## src/rtl/vsc_pkg.sv

```systemverilog
// Types, constants and symbol mapping functions for the Vigenere stream cipher.
package vsc_pkg;

    localparam int unsigned KEY_SYM_W   = 6;
    localparam int unsigned KEY_SLOTS   = 8;
    localparam int unsigned KEY_W       = KEY_SYM_W * KEY_SLOTS;
    localparam int unsigned KEY_LEN_W   = 4;
    localparam int unsigned CFG_ADDR_W  = 2;
    localparam int unsigned SUM_W       = KEY_SYM_W + 1;

    localparam logic [KEY_SYM_W-1:0] ALPHA_SIZE = 6'd55;
    localparam logic [KEY_SYM_W-1:0] SYM_MAX    = 6'd54;

    // Key "HDEBRU" as alphabet indices, symbol zero lowest.
    localparam logic [KEY_W-1:0]     KEY_RESET     = 48'd51211532194;
    localparam logic [KEY_LEN_W-1:0] KEY_LEN_RESET = 4'd6;

    localparam logic [CFG_ADDR_W-1:0] CFG_KEY_SYMBOLS = 2'd0;
    localparam logic [CFG_ADDR_W-1:0] CFG_KEY_LENGTH  = 2'd1;
    localparam logic [CFG_ADDR_W-1:0] CFG_DIRECTION   = 2'd2;

    typedef struct packed {
        logic [7:0] char_in;
        logic       message_start;
    } vsc_in_t;

    typedef struct packed {
        logic [7:0] char_out;
        logic       not_in_alphabet;
    } vsc_out_t;

    // Map ASCII to alphabet index; ALPHA_SIZE marks a character outside it.
    function automatic logic [KEY_SYM_W-1:0] sym_index(input logic [7:0] ch);
        logic [7:0] d;
        d = 8'd0;
        priority if (ch >= "a" && ch <= "z") begin
            d = ch - 8'("a");
            return d[KEY_SYM_W-1:0];
        end else if (ch == " ") begin
            return 6'd26;
        end else if (ch >= "A" && ch <= "Z") begin
            d = ch - 8'("A") + 8'd27;
            return d[KEY_SYM_W-1:0];
        end else if (ch == ",") begin
            return 6'd53;
        end else if (ch == ".") begin
            return 6'd54;
        end else begin
            return ALPHA_SIZE;
        end
    endfunction

    // Map alphabet index back to ASCII.
    function automatic logic [7:0] sym_char(input logic [KEY_SYM_W-1:0] s);
        priority if (s < 6'd26) begin
            return 8'("a") + {2'b00, s};
        end else if (s == 6'd26) begin
            return 8'(" ");
        end else if (s < 6'd53) begin
            return 8'("A") + {2'b00, s} - 8'd27;
        end else if (s == 6'd53) begin
            return 8'(",");
        end else begin
            return 8'(".");
        end
    endfunction

endpackage

```

## src/rtl/vigenere_stream_cipher.sv

```systemverilog
// Vigenere stream cipher over a 55-symbol alphabet, one character per item.
// An item passes the input register and then the result register before its result can be accepted.
// Throughput: one item per cycle while m_ready is high; input register and result register each hold one item.
// The input side keeps accepting while a result waits if the input register is free.
// Reset (aresetn low, synchronous): empties both registers, key position to zero,
// key "HDEBRU", key length 6, encrypt direction.
module vigenere_stream_cipher
    import vsc_pkg::*;
#(
    parameter int unsigned KEY_MAX = 8
) (
    input  logic                  aclk,
    input  logic                  aresetn,
    input  logic                  cfg_wr_en,
    input  logic [CFG_ADDR_W-1:0] cfg_addr,
    input  logic [KEY_W-1:0]      cfg_wdata,
    input  logic                  s_valid,
    output logic                  s_ready,
    input  vsc_in_t               s_item,
    output logic                  m_valid,
    input  logic                  m_ready,
    output vsc_out_t              m_item
);

    localparam int unsigned POS_W = (KEY_MAX > 1) ? $clog2(KEY_MAX) : 1;
    localparam logic [KEY_LEN_W-1:0] LEN_MAX = KEY_LEN_W'(KEY_MAX);

    logic [KEY_W-1:0]     key_symbols_reg;
    logic [KEY_LEN_W-1:0] key_length_reg;
    logic                 direction_reg;
    logic [POS_W-1:0]     key_position_reg;
    logic [POS_W-1:0]     key_position_next;

    logic                 in_valid_reg;
    vsc_in_t              in_item_reg;
    logic                 m_valid_reg;
    vsc_out_t             m_item_reg;
    vsc_out_t             m_item_next;

    logic                 advance;
    logic [KEY_LEN_W-1:0] len_eff;
    logic [KEY_LEN_W-1:0] pos_raw;
    logic [KEY_LEN_W-1:0] pos_use;
    logic [KEY_LEN_W-1:0] pos_inc;
    logic [2:0]           slot;
    logic [KEY_SYM_W-1:0] key_raw;
    logic [KEY_SYM_W-1:0] key_sym;
    logic [KEY_SYM_W-1:0] idx;
    logic [SUM_W-1:0]     addend;
    logic [SUM_W-1:0]     sum;
    logic [SUM_W-1:0]     res;

    assign advance = in_valid_reg && (!m_valid_reg || m_ready);
    assign s_ready = !in_valid_reg || advance;
    assign m_valid = m_valid_reg;
    assign m_item  = m_item_reg;

    always_comb begin
        priority if (key_length_reg == '0) begin
            len_eff = KEY_LEN_W'(1);
        end else if (key_length_reg > LEN_MAX) begin
            len_eff = LEN_MAX;
        end else begin
            len_eff = key_length_reg;
        end

        pos_raw = in_item_reg.message_start ? '0 : KEY_LEN_W'(key_position_reg);
        pos_use = (pos_raw >= len_eff) ? '0 : pos_raw;
        pos_inc = pos_use + KEY_LEN_W'(1);
        key_position_next = (pos_inc >= len_eff) ? '0 : POS_W'(pos_inc);

        slot    = pos_use[2:0];
        key_raw = key_symbols_reg[KEY_SYM_W*slot +: KEY_SYM_W];
        key_sym = (key_raw > SYM_MAX) ? SYM_MAX : key_raw;

        idx    = sym_index(in_item_reg.char_in);
        addend = direction_reg ? ({1'b0, ALPHA_SIZE} - {1'b0, key_sym}) : {1'b0, key_sym};
        sum    = {1'b0, idx} + addend;
        res    = (sum >= {1'b0, ALPHA_SIZE}) ? (sum - {1'b0, ALPHA_SIZE}) : sum;

        if (idx == ALPHA_SIZE) begin
            m_item_next.char_out        = in_item_reg.char_in;
            m_item_next.not_in_alphabet = 1'b1;
        end else begin
            m_item_next.char_out        = sym_char(res[KEY_SYM_W-1:0]);
            m_item_next.not_in_alphabet = 1'b0;
        end
    end

    always_ff @(posedge aclk) begin
        if (!aresetn) begin
            key_symbols_reg <= KEY_RESET;
            key_length_reg  <= KEY_LEN_RESET;
            direction_reg   <= 1'b0;
        end else if (cfg_wr_en) begin
            unique case (cfg_addr)
                CFG_KEY_SYMBOLS: key_symbols_reg <= cfg_wdata;
                CFG_KEY_LENGTH:  key_length_reg  <= cfg_wdata[KEY_LEN_W-1:0];
                CFG_DIRECTION:   direction_reg   <= cfg_wdata[0];
                default: begin
                end
            endcase
        end
    end

    always_ff @(posedge aclk) begin
        if (!aresetn) begin
            in_valid_reg     <= 1'b0;
            m_valid_reg      <= 1'b0;
            key_position_reg <= '0;
        end else begin
            if (s_valid && s_ready) begin
                in_valid_reg <= 1'b1;
            end else if (advance) begin
                in_valid_reg <= 1'b0;
            end
            if (advance) begin
                m_valid_reg      <= 1'b1;
                key_position_reg <= key_position_next;
            end else if (m_ready) begin
                m_valid_reg <= 1'b0;
            end
        end
    end

    always_ff @(posedge aclk) begin
        if (s_valid && s_ready) begin
            in_item_reg <= s_item;
        end
        if (advance) begin
            m_item_reg <= m_item_next;
        end
    end

endmodule

```

## config.mk

```make
export PLATFORM = sky130hd
export DESIGN_NAME = vigenere_stream_cipher
export DESIGN_NICKNAME = d
export VERILOG_FILES = /design/src/rtl/vsc_pkg.sv /design/src/rtl/vigenere_stream_cipher.sv
export SDC_FILE = /design/constraint.sdc
export NUM_CORES = 1
export LEC_CHECK = 0
export ABC_AREA = 1
export BUFFER_PORTS_ARGS = -buffer_cell sky130_fd_sc_hd__buf_2
export CELL_PAD_IN_SITES_DETAIL_PLACEMENT = 0
export CELL_PAD_IN_SITES_GLOBAL_PLACEMENT = 2
export CORE_ASPECT_RATIO = 0.9
export CORE_UTILIZATION = 35
export DETAILED_ROUTE_END_ITERATION = 8
export PLACE_DENSITY = 0.95
export SLEW_MARGIN = 20
export SYNTH_ARGS = -nofsm -noshare
export SYNTH_HDL_FRONTEND = slang
export SYNTH_SLANG_ARGS = --single-unit
```

## constraint.sdc

```tcl
create_clock -name aclk -period 10.1 [get_ports aclk]
set_clock_uncertainty 0.1 [all_clocks]
set_input_delay 0.505 -clock aclk [delete_from_list [all_inputs] [get_ports aclk]]
set_output_delay 0.505 -clock aclk [all_outputs]
set_load 0.05 [all_outputs]
```

==> metrics.md, run 1 <==
| Metric | Value |
|---|---|
| Tot Pwr | `1.15 mW` |
| GRT Overall Usage | `17.5%` |
| Yosys top cell area share | `24.0%` |
| Avg Inst Size Synth | `7.21 sq um` |
| First-pass GRT wire length | `20000 um` |
| CP endpoint | `m_item[6]$_DFFE_PP_` |
| CP required | `10.10 ns` |
| Delay-heaviest family, CP | `simple AND/OR/NAND/NOR gates` |
| Status | `complete, no violations` |
| Power per Cell Area | `204 mW/mm^2` |
| Diode count | `0` |
| DR vias/cell | `4.94` |
| Critical Path Max Stage Delay | `0.59 ns` |
| Die W | `126 um` |
| Leading area contributor after synthesis | `dfxtp_1` |
| Syn nets | `761` |
| LEAKAGE | `2.78 nW` |
| CP startpoint | `key_length_reg[0]$_SDFFE_PN0P_` |
| Crit path kind | `reg -> reg` |
| CP endpoint kind | `register` |
| Vias in the first global route | `4186` |
| Mapped cell area | `0.00484 sq mm` |
| Starting density of the core | `36.1%` |
| H-tree depth | `3` |
| Die height | `114 um` |
| # fillers | `1407` |
| Startpoint Class | `register` |
| WP data arrival | `5.70 ns` |
| CTS tree | `done` |
| Area of the multi-input gates | `0.00275 sq mm` |
| Synth Instances | `672` |
| DR iter-0 viols | `291` |
| Largest cells by area after synthesis | `dfxtp_1 24%, nand2_1 14%, edfxtp_1 11%` |
| Setup_tns | `0 ns` |
| DIE AREA | `0.0143 sq mm` |
| Clock buffer depth | `2` |
| Most frequent cell on the critical path | `nand2_1` |
| Net count, final | `822` |
| Max reg flops | `48` |
| CP max stage cell | `fa_1` |
| Port bufs | `74` |
| Postcts setup bufs | `0` |
| FF+latch count, synth | `76` |
| Total number of vias | `4472` |
| Maxcap violations | `0` |
| Fin crit period | `5.71 ns` |
| Worst skew pair latency | `0.34 ns` |
| Final WL | `11800 um` |
| Final setup viols | `0` |
| Register Area | `0.00170 sq mm` |
| Remaining global-route overflow | `0` |
| Initial antenna violation count | `0` |
| Num ports | `75` |
| CTS buffer count | `9` |
| Max Fanout on Critical Path | `13` |
| Total stage count of the critical path | `33` |
| Min-delay worst type | `in -> reg` |
| Crit share post-route | `56.5%` |
| 1st-pass router iterations | `4` |
| Distinct cells, synth | `45` |
| Clock transition at the registers of the reported paths | `0.06 ns` |
| GPL Wtd Cong | `0.844` |
| Syn. warnings | `0` |
| Slew margin rel. | `42.5%` |
| Final ANT Viol Nets | `0` |
| Least-Margin Pin Slew | `0.863 ns` |
| Rows | `40` |
| Flop-to-flop setup slack | `4.39 ns` |
| Root Driver | `clkbuf_16` |
| WL/cell | `13.0 um` |
| Largest net degree at the start of global routing | `55` |
| Buf+Inv Stages, Crit Path | `2` |
| Post-DP HPWL | `9000 um` |
| DRC | `0` |
| # resized after CTS | `0` |
| Pins Over Slew Limit | `0` |
| P&R area growth vs syn | `16.6%` |
| Worst vdd ir | `0.0000923 V` |
| Worst R2R Path Depth | `33` |
| Register area share after synthesis | `35.1%` |
| Final Hold Vio Count | `0` |
| Layout cells sized above 1 | `21.4%` |
| Launching point of the worst reg2reg path | `key_length_reg[0]$_SDFFE_PN0P_` |
| CTS sink cnt | `76` |
| R2R Path End | `m_item[6]$_DFFE_PP_` |
| Placeable Area | `0.0134 sq mm` |
| Hold-fix buffers, CTS | `0` |
| FMAX | `175 MHz` |
| RSZ-0062 raised after global routing | `false` |
## cell families after synthesis
kind of cell,share of synthesized area [%]
compound gates,13.1
simple gates,35.3
flops,35.1
xor+xnor,1.60
fa+ha+maj,6.62
buf+inv,8.24
## routing by layer
layer  part of all wire [%]  vias up  global-route usage (%)
li1                       -     2317                       -
met5                      0        -                       0
met2                     41      112                    26.1
met3                    4.6       13                    4.22
met4                    1.1        0                    5.46
met1                     53     2030                    24.8
## where the power goes
| part | internal, mW | switching (mW) |
|---|---|---|
| registers | 0.338 | 0.0109 |
| logic | 0.149 | 0.296 |
| clock network | 0.230 | 0.125 |
## worst min path at each step
| stage | to | slack (ns) | cells past startpoint | start |
|---|---|---|---|---|
| global route | in_item_reg[1]$_DFFE_PP_ | 0.23 | 1 | s_item[1] |
| global placement | key_symbols_reg[1]$_SDFFE_PN1P_ | 0.35 | 2 | key_symbols_reg[1]$_SDFFE_PN1P_ |
| finish | in_item_reg[7]$_DFFE_PP_ | 0.24 | 1 | s_item[7] |
| detailed placement | key_symbols_reg[27]$_SDFFE_PN1P_ | 0.34 | 2 | key_symbols_reg[27]$_SDFFE_PN1P_ |
| CTS | in_item_reg[1]$_DFFE_PP_ | 0.22 | 1 | s_item[1] |
| floorplan | key_symbols_reg[35]$_SDFFE_PN1P_ | 0.32 | 2 | key_symbols_reg[35]$_SDFFE_PN1P_ |
## area by class of cell
class | instances | share of cell area, %
Multi-Input combinational cell | 500 | 48.6
Sequential cell | 76 | 30.1
Timing Repair Buffer | 77 | 6.96
Inverter | 69 | 4.59
Clock buffer | 11 | 4.48
Tap cell | 168 | 3.72
Clock inverter | 5 | 1.46
## layout by cell type (no fill, tap or decap), types with 7 or more instances in the layout
| master | Yosys | final |
|---|---|---|
| inv_2 | 11 | 11 |
| edfxtp_1 | 18 | 18 |
| inv_1 | 56 | 56 |
| dfxtp_1 | 58 | 58 |
| nand2_2 | 10 | 10 |
| nand2_1 | 175 | 175 |
| nand2_4 | 9 | 9 |
| buf_2 | 4 | 74 |
| clkbuf_16 | 0 | 9 |
| a21oi_2 | 7 | 7 |
| nand3_1 | 58 | 58 |
| nor2_1 | 74 | 74 |
| a21oi_1 | 22 | 22 |
| o211ai_1 | 18 | 18 |
| ha_1 | 24 | 24 |
| nand3_2 | 11 | 11 |
| o21ai_0 | 41 | 41 |
## stage by stage
step | instances | area [sq um] | worst slack [ns] | hold slack (ns) | util (%)
2_1_floorplan | 672 | 4840 | 5.43 | 0.324 | -
3_3_place_gp | 890 | 5310 | 4.53 | 0.346 | 39.6
3_5_place_dp | 890 | 5310 | 4.42 | 0.344 | 39.6
4_1_cts | 906 | 5650 | 4.41 | 0.222 | 42.1
5_1_grt | 906 | 5650 | 3.74 | 0.227 | 42.1
6_report | 906 | 5650 | 4.39 | 0.240 | 42.1
## synth_stat cells
master	count
a21boi_0	1
a21oi_1	22
a21oi_2	7
a21oi_4	1
a22oi_1	1
and2_1	1
buf_2	4
buf_4	3
buf_6	3
clkbuf_1	17
clkinv_1	2
dfxtp_1	58
edfxtp_1	18
fa_1	1
ha_1	24
inv_1	56
inv_2	11
nand2_1	175
nand2_2	10
nand2_4	9
nand2_8	1
nand3_1	58
nand3_2	11
nand3_4	1
nand3b_1	2
nand3b_2	2
nand4_1	5
nor2_1	74
nor2_2	5
nor2_4	2
nor3_1	6
nor4_1	1
o211ai_1	18
o21a_1	2
o21ai_0	41
o21ai_1	2
o21ai_2	2
o21bai_1	2
o221ai_1	2
o22a_1	1
o31a_1	1
or2_2	1
xnor2_1	3
xor2_1	4
xor2_2	1
## worst register-to-register path, delay by kind of cell (launching register included)
| kind | cells | cell delay (ns) |
|---|---|---|
| AO/OA/AOI/OAI | 5 | 0.58 |
| adder cells (fa/ha/maj) | 4 | 1.34 |
| buffers and inverters | 2 | 0.33 |
| flip-flops | 1 | 0.32 |
| AND/OR/NAND/NOR | 22 | 2.80 |
Note: power is estimated with default switching activity, not from simulation.
==> run 2: changes to the inputs <==
--- a/config.mk
+++ b/config.mk
@@ -10,9 +10,9 @@
 export CELL_PAD_IN_SITES_DETAIL_PLACEMENT = 0
 export CELL_PAD_IN_SITES_GLOBAL_PLACEMENT = 2
 export CORE_ASPECT_RATIO = 0.9
-export CORE_UTILIZATION = 35
+export CORE_UTILIZATION = 29
 export DETAILED_ROUTE_END_ITERATION = 8
-export PLACE_DENSITY = 0.95
+export PLACE_DENSITY = 0.85
 export SLEW_MARGIN = 20
 export SYNTH_ARGS = -nofsm -noshare
 export SYNTH_HDL_FRONTEND = slang
==> constraint.sdc (replaced) <==
create_clock -name aclk -period 4.7 [get_ports aclk]
set_clock_uncertainty 0.1 [all_clocks]
set_input_delay 0.235 -clock aclk [delete_from_list [all_inputs] [get_ports aclk]]
set_output_delay 0.235 -clock aclk [all_outputs]
set_load 0.05 [all_outputs]
==> metrics.md, run 2 (synthesis results as in run 1) <==
| Metric | Value |
|---|---|
| Status | `finished, violations left` |
| Failing checks | `DRC, setup timing` |
| Highest routed layer | `met4` |
| CTS sink cnt | `76 (unchanged)` |
| Rows | `44 (+10%)` |
| Die height | `125 um (+9.7%)` |
| Port bufs | `74 (unchanged)` |
| LEAKAGE | `3.31 nW (+19%)` |
| Buf+Inv Stages, Crit Path | `5 (+3)` |
| GRT Overall Usage | `16.8% (-0.70 points)` |
| FMAX | `204 MHz (+16%)` |
| Most frequent cells in the layout | `149 x nand2_1, 77 x buf_4, 74 x buf_2` |
| 1st-pass router iterations | `6 (+2)` |
| Total stage count of the critical path | `34 (+3.0%)` |
| Clock buffer depth | `2 (unchanged)` |
| Placeable Area | `0.0162 sq mm (+21%)` |
| Crit share post-route | `104% (+48 points)` |
| Crit path kind | `reg -> reg` |
| Flop-to-flop setup slack | `-0.21 ns (-4.60 ns)` |
| Delay-heaviest family, CP | `simple AND/OR/NAND/NOR gates` |
| Maxcap violations | `0 (unchanged)` |
| Vias in the first global route | `5036 (+20%)` |
| Worst vdd ir | `0.000162 V (+75%)` |
| CTS buffer count | `9 (unchanged)` |
| WP data arrival | `4.90 ns (-0.80 ns)` |
| Critical Path Max Stage Delay | `0.49 ns (-0.10 ns)` |
| Least-Margin Pin Slew | `0.904 ns (+0.0414 ns)` |
| Worst skew pair latency | `0.34 ns (about the same)` |
| CP required | `4.69 ns (-5.41 ns)` |
| Min-delay worst type | `in -> reg` |
| Max Fanout on Critical Path | `6 (-7)` |
| Diode count | `0 (unchanged)` |
| Remaining global-route overflow | `0 (unchanged)` |
| Place WS | `-0.331 ns (-4.75 ns)` |
| Worst hold path cell count | `3 (+2)` |
| Startpoint Class | `register` |
| Worst R2R Path Depth | `34 (+3.0%)` |
| CP endpoint kind | `register` |
| WL/cell | `13.3 um (+2.0%)` |
| First-pass GRT wire length | `23500 um (+18%)` |
| P&R area growth vs syn | `40.3%` |
| DIE AREA | `0.0172 sq mm (+20%)` |
| Worst setup margin | `-0.209 ns (-4.60 ns)` |
| Initial antenna violation count | `0 (unchanged)` |
| Pins Over Slew Limit | `0 (unchanged)` |
| GPL Wtd Cong | `0.822 (-2.6%)` |
| Most common cell after layout, fill and taps aside | `nand2_1` |
| DRC | `14 (+14)` |
| Met2 WL post-DR | `6230 um (+28%)` |
| Post-DP HPWL | `9750 um (+8.3%)` |
| Total number of vias | `4867 (+8.8%)` |
| Largest net degree at the start of global routing | `55 (unchanged)` |
| Fin crit period | `4.91 ns (-0.798 ns)` |
| Final Hold Vio Count | `0 (unchanged)` |
| Layout cells sized above 1 | `36.6% (+15 points)` |
| DR vias/cell | `4.65 (-5.7%)` |
| Max reg flops | `48 (unchanged)` |
| Metal-1 WL | `6930 um (+11%)` |
| DR iter-0 viols | `230 (-21%)` |
| Starting density of the core | `29.8% (-6.3 points)` |
| CP max stage cell | `fa_2` |
| # fillers | `1634 (+16%)` |
| Clock transition at the registers of the reported paths | `0.06 ns (about the same)` |
| Die W | `138 um (+9.7%)` |
| RSZ-0062 raised after global routing | `true` |
| Power per Cell Area | `408 mW/mm^2 (+100%)` |
| CTS tree | `done` |
| Final ANT Viol Nets | `0 (unchanged)` |
| H-tree depth | `3 (unchanged)` |
| Slew margin rel. | `39.7% (-2.8 points)` |
| Met3 WL | `533 um (-0.56%)` |
| Final hold slack | `0.00900 ns (-0.231 ns)` |
| Final setup viols | `7 (+7)` |
| Final WL | `13900 um (+18%)` |
| Net count, final | `923 (+12%)` |
| Root Driver | `clkbuf_16` |
| Num ports | `75 (unchanged)` |
| Most frequent cell on the critical path | `nand2_1` |
==> run 2: changes by cell type in the layout (fill, tap and decap cells not counted), moves of 6 or more <==
cell | previous run | this run
nand2_4 | 9 | 17
nand2_2 | 10 | 28
dlygate4sd3_1 | 0 | 10
nand2_1 | 175 | 149
nand3_1 | 58 | 52
buf_4 | 3 | 77
buf_6 | 0 | 13
==> run 2: metal layers <==
metal,vias up,GRT usage [%]
li1,2530,-
met1,2223,22.5
met2,100,26.9
met3,14,3.65
met4,0,5.22
met5,-,0
==> run 2: layout make-up <==
type,count,area [sq um],area share [%]
Timing Repair Buffer,176,1230,18.1
Clock inverter,5,36.3,0.534
Inverter,69,262,3.85
Sequential cell,76,1710,25.1
Multi-Input combinational cell,502,3070,45.2
Clock buffer,11,234,3.44
Tap cell,207,259,3.81
==> run 2: what timing repair did <==
item | CTS | global route
hold buffers | 10 | 0
gates cloned | 3 | 0
pin swaps | 37 | 37
resized for setup | 64 | 35
endpoints found under the setup margin | 7 | 10
buffers inserted | 37 | 6
endpoints found under the hold margin | 10 | 0
==> run 2: final timing paths <==
| path | from | end |
|---|---|---|
| max | key_length_reg[0]$_SDFFE_PN0P_ | m_item[2]$_DFFE_PP_ |
| min | cfg_wdata[15] | key_symbols_reg[15]$_SDFFE_PN1P_ |
| max reg2reg | key_length_reg[0]$_SDFFE_PN0P_ | m_item[2]$_DFFE_PP_ |
| min reg2reg | key_symbols_reg[10]$_SDFFE_PN1P_ | key_symbols_reg[10]$_SDFFE_PN1P_ |
==> run 2: worst register-to-register path, delay by kind of cell (launching register included) <==
kind | cells | cell delay, ns
DFF | 1 | 0.33
adders and majority gates | 4 | 1.19
and+or+nand+nor | 22 | 2.23
buffers and inverters | 5 | 0.56
AOI/OAI and AO/OA | 3 | 0.25
==> run 2: power by group <==
part	switching, mW	total, mW	internal, mW
clock	0.273	0.634	0.361
combinational	0.795	1.39	0.594
sequential	0.0232	0.750	0.727
==> run 2: metrics by stage <==
stage,cell area [sq um],total power [mW],setup TNS [ns],utilization [%],instances
6_report,6800,2.77,-1.04,41.8,1046
3_5_place_dp,5730,1.84,-2.09,35.3,979
3_3_place_gp,5730,1.84,-1.77,35.3,979
2_1_floorplan,4840,1.55,0,-,672
4_1_cts,6640,2.69,-0.936,40.9,1045
5_1_grt,6800,2.97,-3.45,41.8,1046
==> run 3: changes to the inputs <==
--- a/config.mk
+++ b/config.mk
@@ -9,10 +9,9 @@
 export BUFFER_PORTS_ARGS = -buffer_cell sky130_fd_sc_hd__buf_2
 export CELL_PAD_IN_SITES_DETAIL_PLACEMENT = 0
 export CELL_PAD_IN_SITES_GLOBAL_PLACEMENT = 2
-export CORE_ASPECT_RATIO = 0.9
-export CORE_UTILIZATION = 29
+export CORE_UTILIZATION = 35
 export DETAILED_ROUTE_END_ITERATION = 8
-export PLACE_DENSITY = 0.85
+export PLACE_DENSITY = 0.95
 export SLEW_MARGIN = 20
 export SYNTH_ARGS = -nofsm -noshare
 export SYNTH_HDL_FRONTEND = slang
==> constraint.sdc (replaced) <==
create_clock -name aclk -period 6.12 [get_ports aclk]
set_clock_uncertainty 0.1 [all_clocks]
set_input_delay 0.306 -clock aclk [delete_from_list [all_inputs] [get_ports aclk]]
set_output_delay 0.306 -clock aclk [all_outputs]
set_load 0.05 [all_outputs]
==> metrics.md, run 3 (synthesis results as in run 1) <==
| Metric | Value |
|---|---|
| Rows | `42 (-4.5%)` |
| Worst vdd ir | `0.000132 V (-19%)` |
| Initial antenna violation count | `0 (unchanged)` |
| DIE AREA | `0.0143 sq mm (-17%)` |
| WP data arrival | `5.37 ns (+0.47 ns)` |
| WL/cell | `13.3 um (+0.56%)` |
| Most frequent cell on the critical path | `nand2_1` |
| CP max stage cell | `fa_1` |
| Layout cells sized above 1 | `21.7% (-15 points)` |
| Largest net degree at the start of global routing | `55 (unchanged)` |
| DR iter-0 viols | `270 (+17%)` |
| Die W | `120 um (-13%)` |
| Num ports | `75 (unchanged)` |
| CTS sink cnt | `76 (unchanged)` |
| Min-delay worst type | `in -> reg` |
| 1st-pass router iterations | `4 (-2)` |
| DRC | `0 (-14)` |
| Pins Over Slew Limit | `0 (unchanged)` |
| CTS tree | `done` |
| Max reg flops | `48 (unchanged)` |
| Final ANT Viol Nets | `0 (unchanged)` |
| Critical Path Max Stage Delay | `0.58 ns (+0.09 ns)` |
| CTS buffer count | `9 (unchanged)` |
| Power per Cell Area | `330 mW/mm^2 (-19%)` |
| Postcts setup bufs | `0 (-100%)` |
| GRT Overall Usage | `18.2% (+1.4 points)` |
| Total number of vias | `4491 (-7.7%)` |
| Placed cell area | `0.00533 sq mm (-7.1%)` |
| Vias in the first global route | `4467 (-11%)` |
| H-tree depth | `3 (unchanged)` |
| Final setup viols | `0 (-7)` |
| Remaining global-route overflow | `0 (unchanged)` |
| CP endpoint kind | `register` |
| Clock transition at the registers of the reported paths | `0.06 ns (about the same)` |
| Worst setup margin | `0.750 ns (+0.959 ns)` |
| Final Hold Vio Count | `0 (unchanged)` |
| Final WL | `12200 um (-12%)` |
| First-pass GRT wire length | `20900 um (-11%)` |
| RSZ-0062 raised after global routing | `false` |
| Port bufs | `74 (unchanged)` |
| P&R area growth vs syn | `16.4%` |
| Slew margin rel. | `38.0% (-1.7 points)` |
| Register Area | `0.00170 sq mm (-0.22%)` |
| Crit share post-route | `87.7% (-17 points)` |
| Least-Margin Pin Slew | `0.930 ns (+0.0257 ns)` |
| Max Fanout on Critical Path | `12 (+6)` |
| # fillers | `1423 (-13%)` |
| Maxcap violations | `0 (unchanged)` |
| LEAKAGE | `2.77 nW (-16%)` |
| GPL Wtd Cong | `0.863 (+5.0%)` |
| # resized after CTS | `0 (-100%)` |
| Diode count | `0 (unchanged)` |
| Most common cell after layout, fill and taps aside | `nand2_1` |
| Clock buffer depth | `2 (unchanged)` |
| Final hold slack | `0.0347 ns (+0.0257 ns)` |
| Fin crit period | `5.37 ns (+0.461 ns)` |
| Startpoint Class | `register` |
| Most frequent cells in the layout | `175 x nand2_1, 74 x nor2_1, 74 x buf_2` |
| DR vias/cell | `4.91 (+5.5%)` |
| Die height | `120 um (-4.0%)` |
| Net count, final | `823 (-11%)` |
| Post-DP HPWL | `9330 um (-4.3%)` |
| FMAX | `186 MHz (-8.6%)` |
| Hold-fix buffers, CTS | `0 (-10)` |
| CP required | `6.12 ns (+1.43 ns)` |
| Finished layout cell area | `0.00564 sq mm (-17%)` |
| Starting density of the core | `36.3% (+6.5 points)` |
| Placeable Area | `0.0133 sq mm (-18%)` |
| Place WS | `0.761 ns (+1.09 ns)` |
| Worst skew pair latency | `0.34 ns (about the same)` |
| Root Driver | `clkbuf_16` |
| Area of the multi-input gates | `0.00275 sq mm (-11%)` |
| Setup_tns | `0 ns (+1.04 ns)` |
| Crit path kind | `reg -> reg` |
| Status | `complete, no violations` |
run 3: worst paths after layout:
check	cells past startpoint	from	to	slack, ns
worst max register to register	34	key_length_reg[0]$_SDFFE_PN0P_	m_item[1]$_DFFE_PP_	0.75
worst min register to register	2	key_symbols_reg[24]$_SDFFE_PN0P_	key_symbols_reg[24]$_SDFFE_PN0P_	0.36
worst max-delay path	34	key_length_reg[0]$_SDFFE_PN0P_	m_item[1]$_DFFE_PP_	0.75
worst min-delay path	1	s_item[0]	in_item_reg[0]$_DFFE_PP_	0.03
run 3: area by class of cell:
class	count	share of cell area (%)
Sequential cell	76	30.2
Inverter	69	4.59
Clock inverter	6	1.24
Tap cell	176	3.91
Timing Repair Buffer	78	7.10
Clock buffer	10	4.24
Multi-Input combinational cell	500	48.7
run 3: critical path, delay by kind of cell, from the launching register on:
family                   cells  cell delay (ns)
AO/OA/AOI/OAI                5             0.52
adder cells (fa/ha/maj)      4             1.31
buffers and inverters        3             0.38
flip-flops                   1             0.32
AND/OR/NAND/NOR             22             2.49
run 3: metrics by stage:
step,util [%],instances,power (mW)
2_1_floorplan,-,672,1.19
5_1_grt,42.2,915,1.99
6_report,42.2,915,1.86
3_5_place_dp,39.9,899,1.33
4_1_cts,42.2,915,1.88
3_3_place_gp,39.9,899,1.33
run 3: routing by layer:
metal / part of all wire, % / track usage [%] / vias up / wire [um]
li1: - / - / 2318 / -
met1: 48 / 23.9 / 2075 / 5890
met2: 46 / 29.7 / 87 / 5600
met3: 4.2 / 3.85 / 11 / 510
met4: 1.5 / 6.17 / 0 / 188
met5: 0 / 0 / - / 0
run 3: report_power, final:
group | internal (mW) | switching, mW | total (mW)
registers | 0.558 | 0.0165 | 0.574
clock network | 0.331 | 0.217 | 0.548
logic | 0.246 | 0.495 | 0.741
total | 1.13 | 0.728 | 1.86
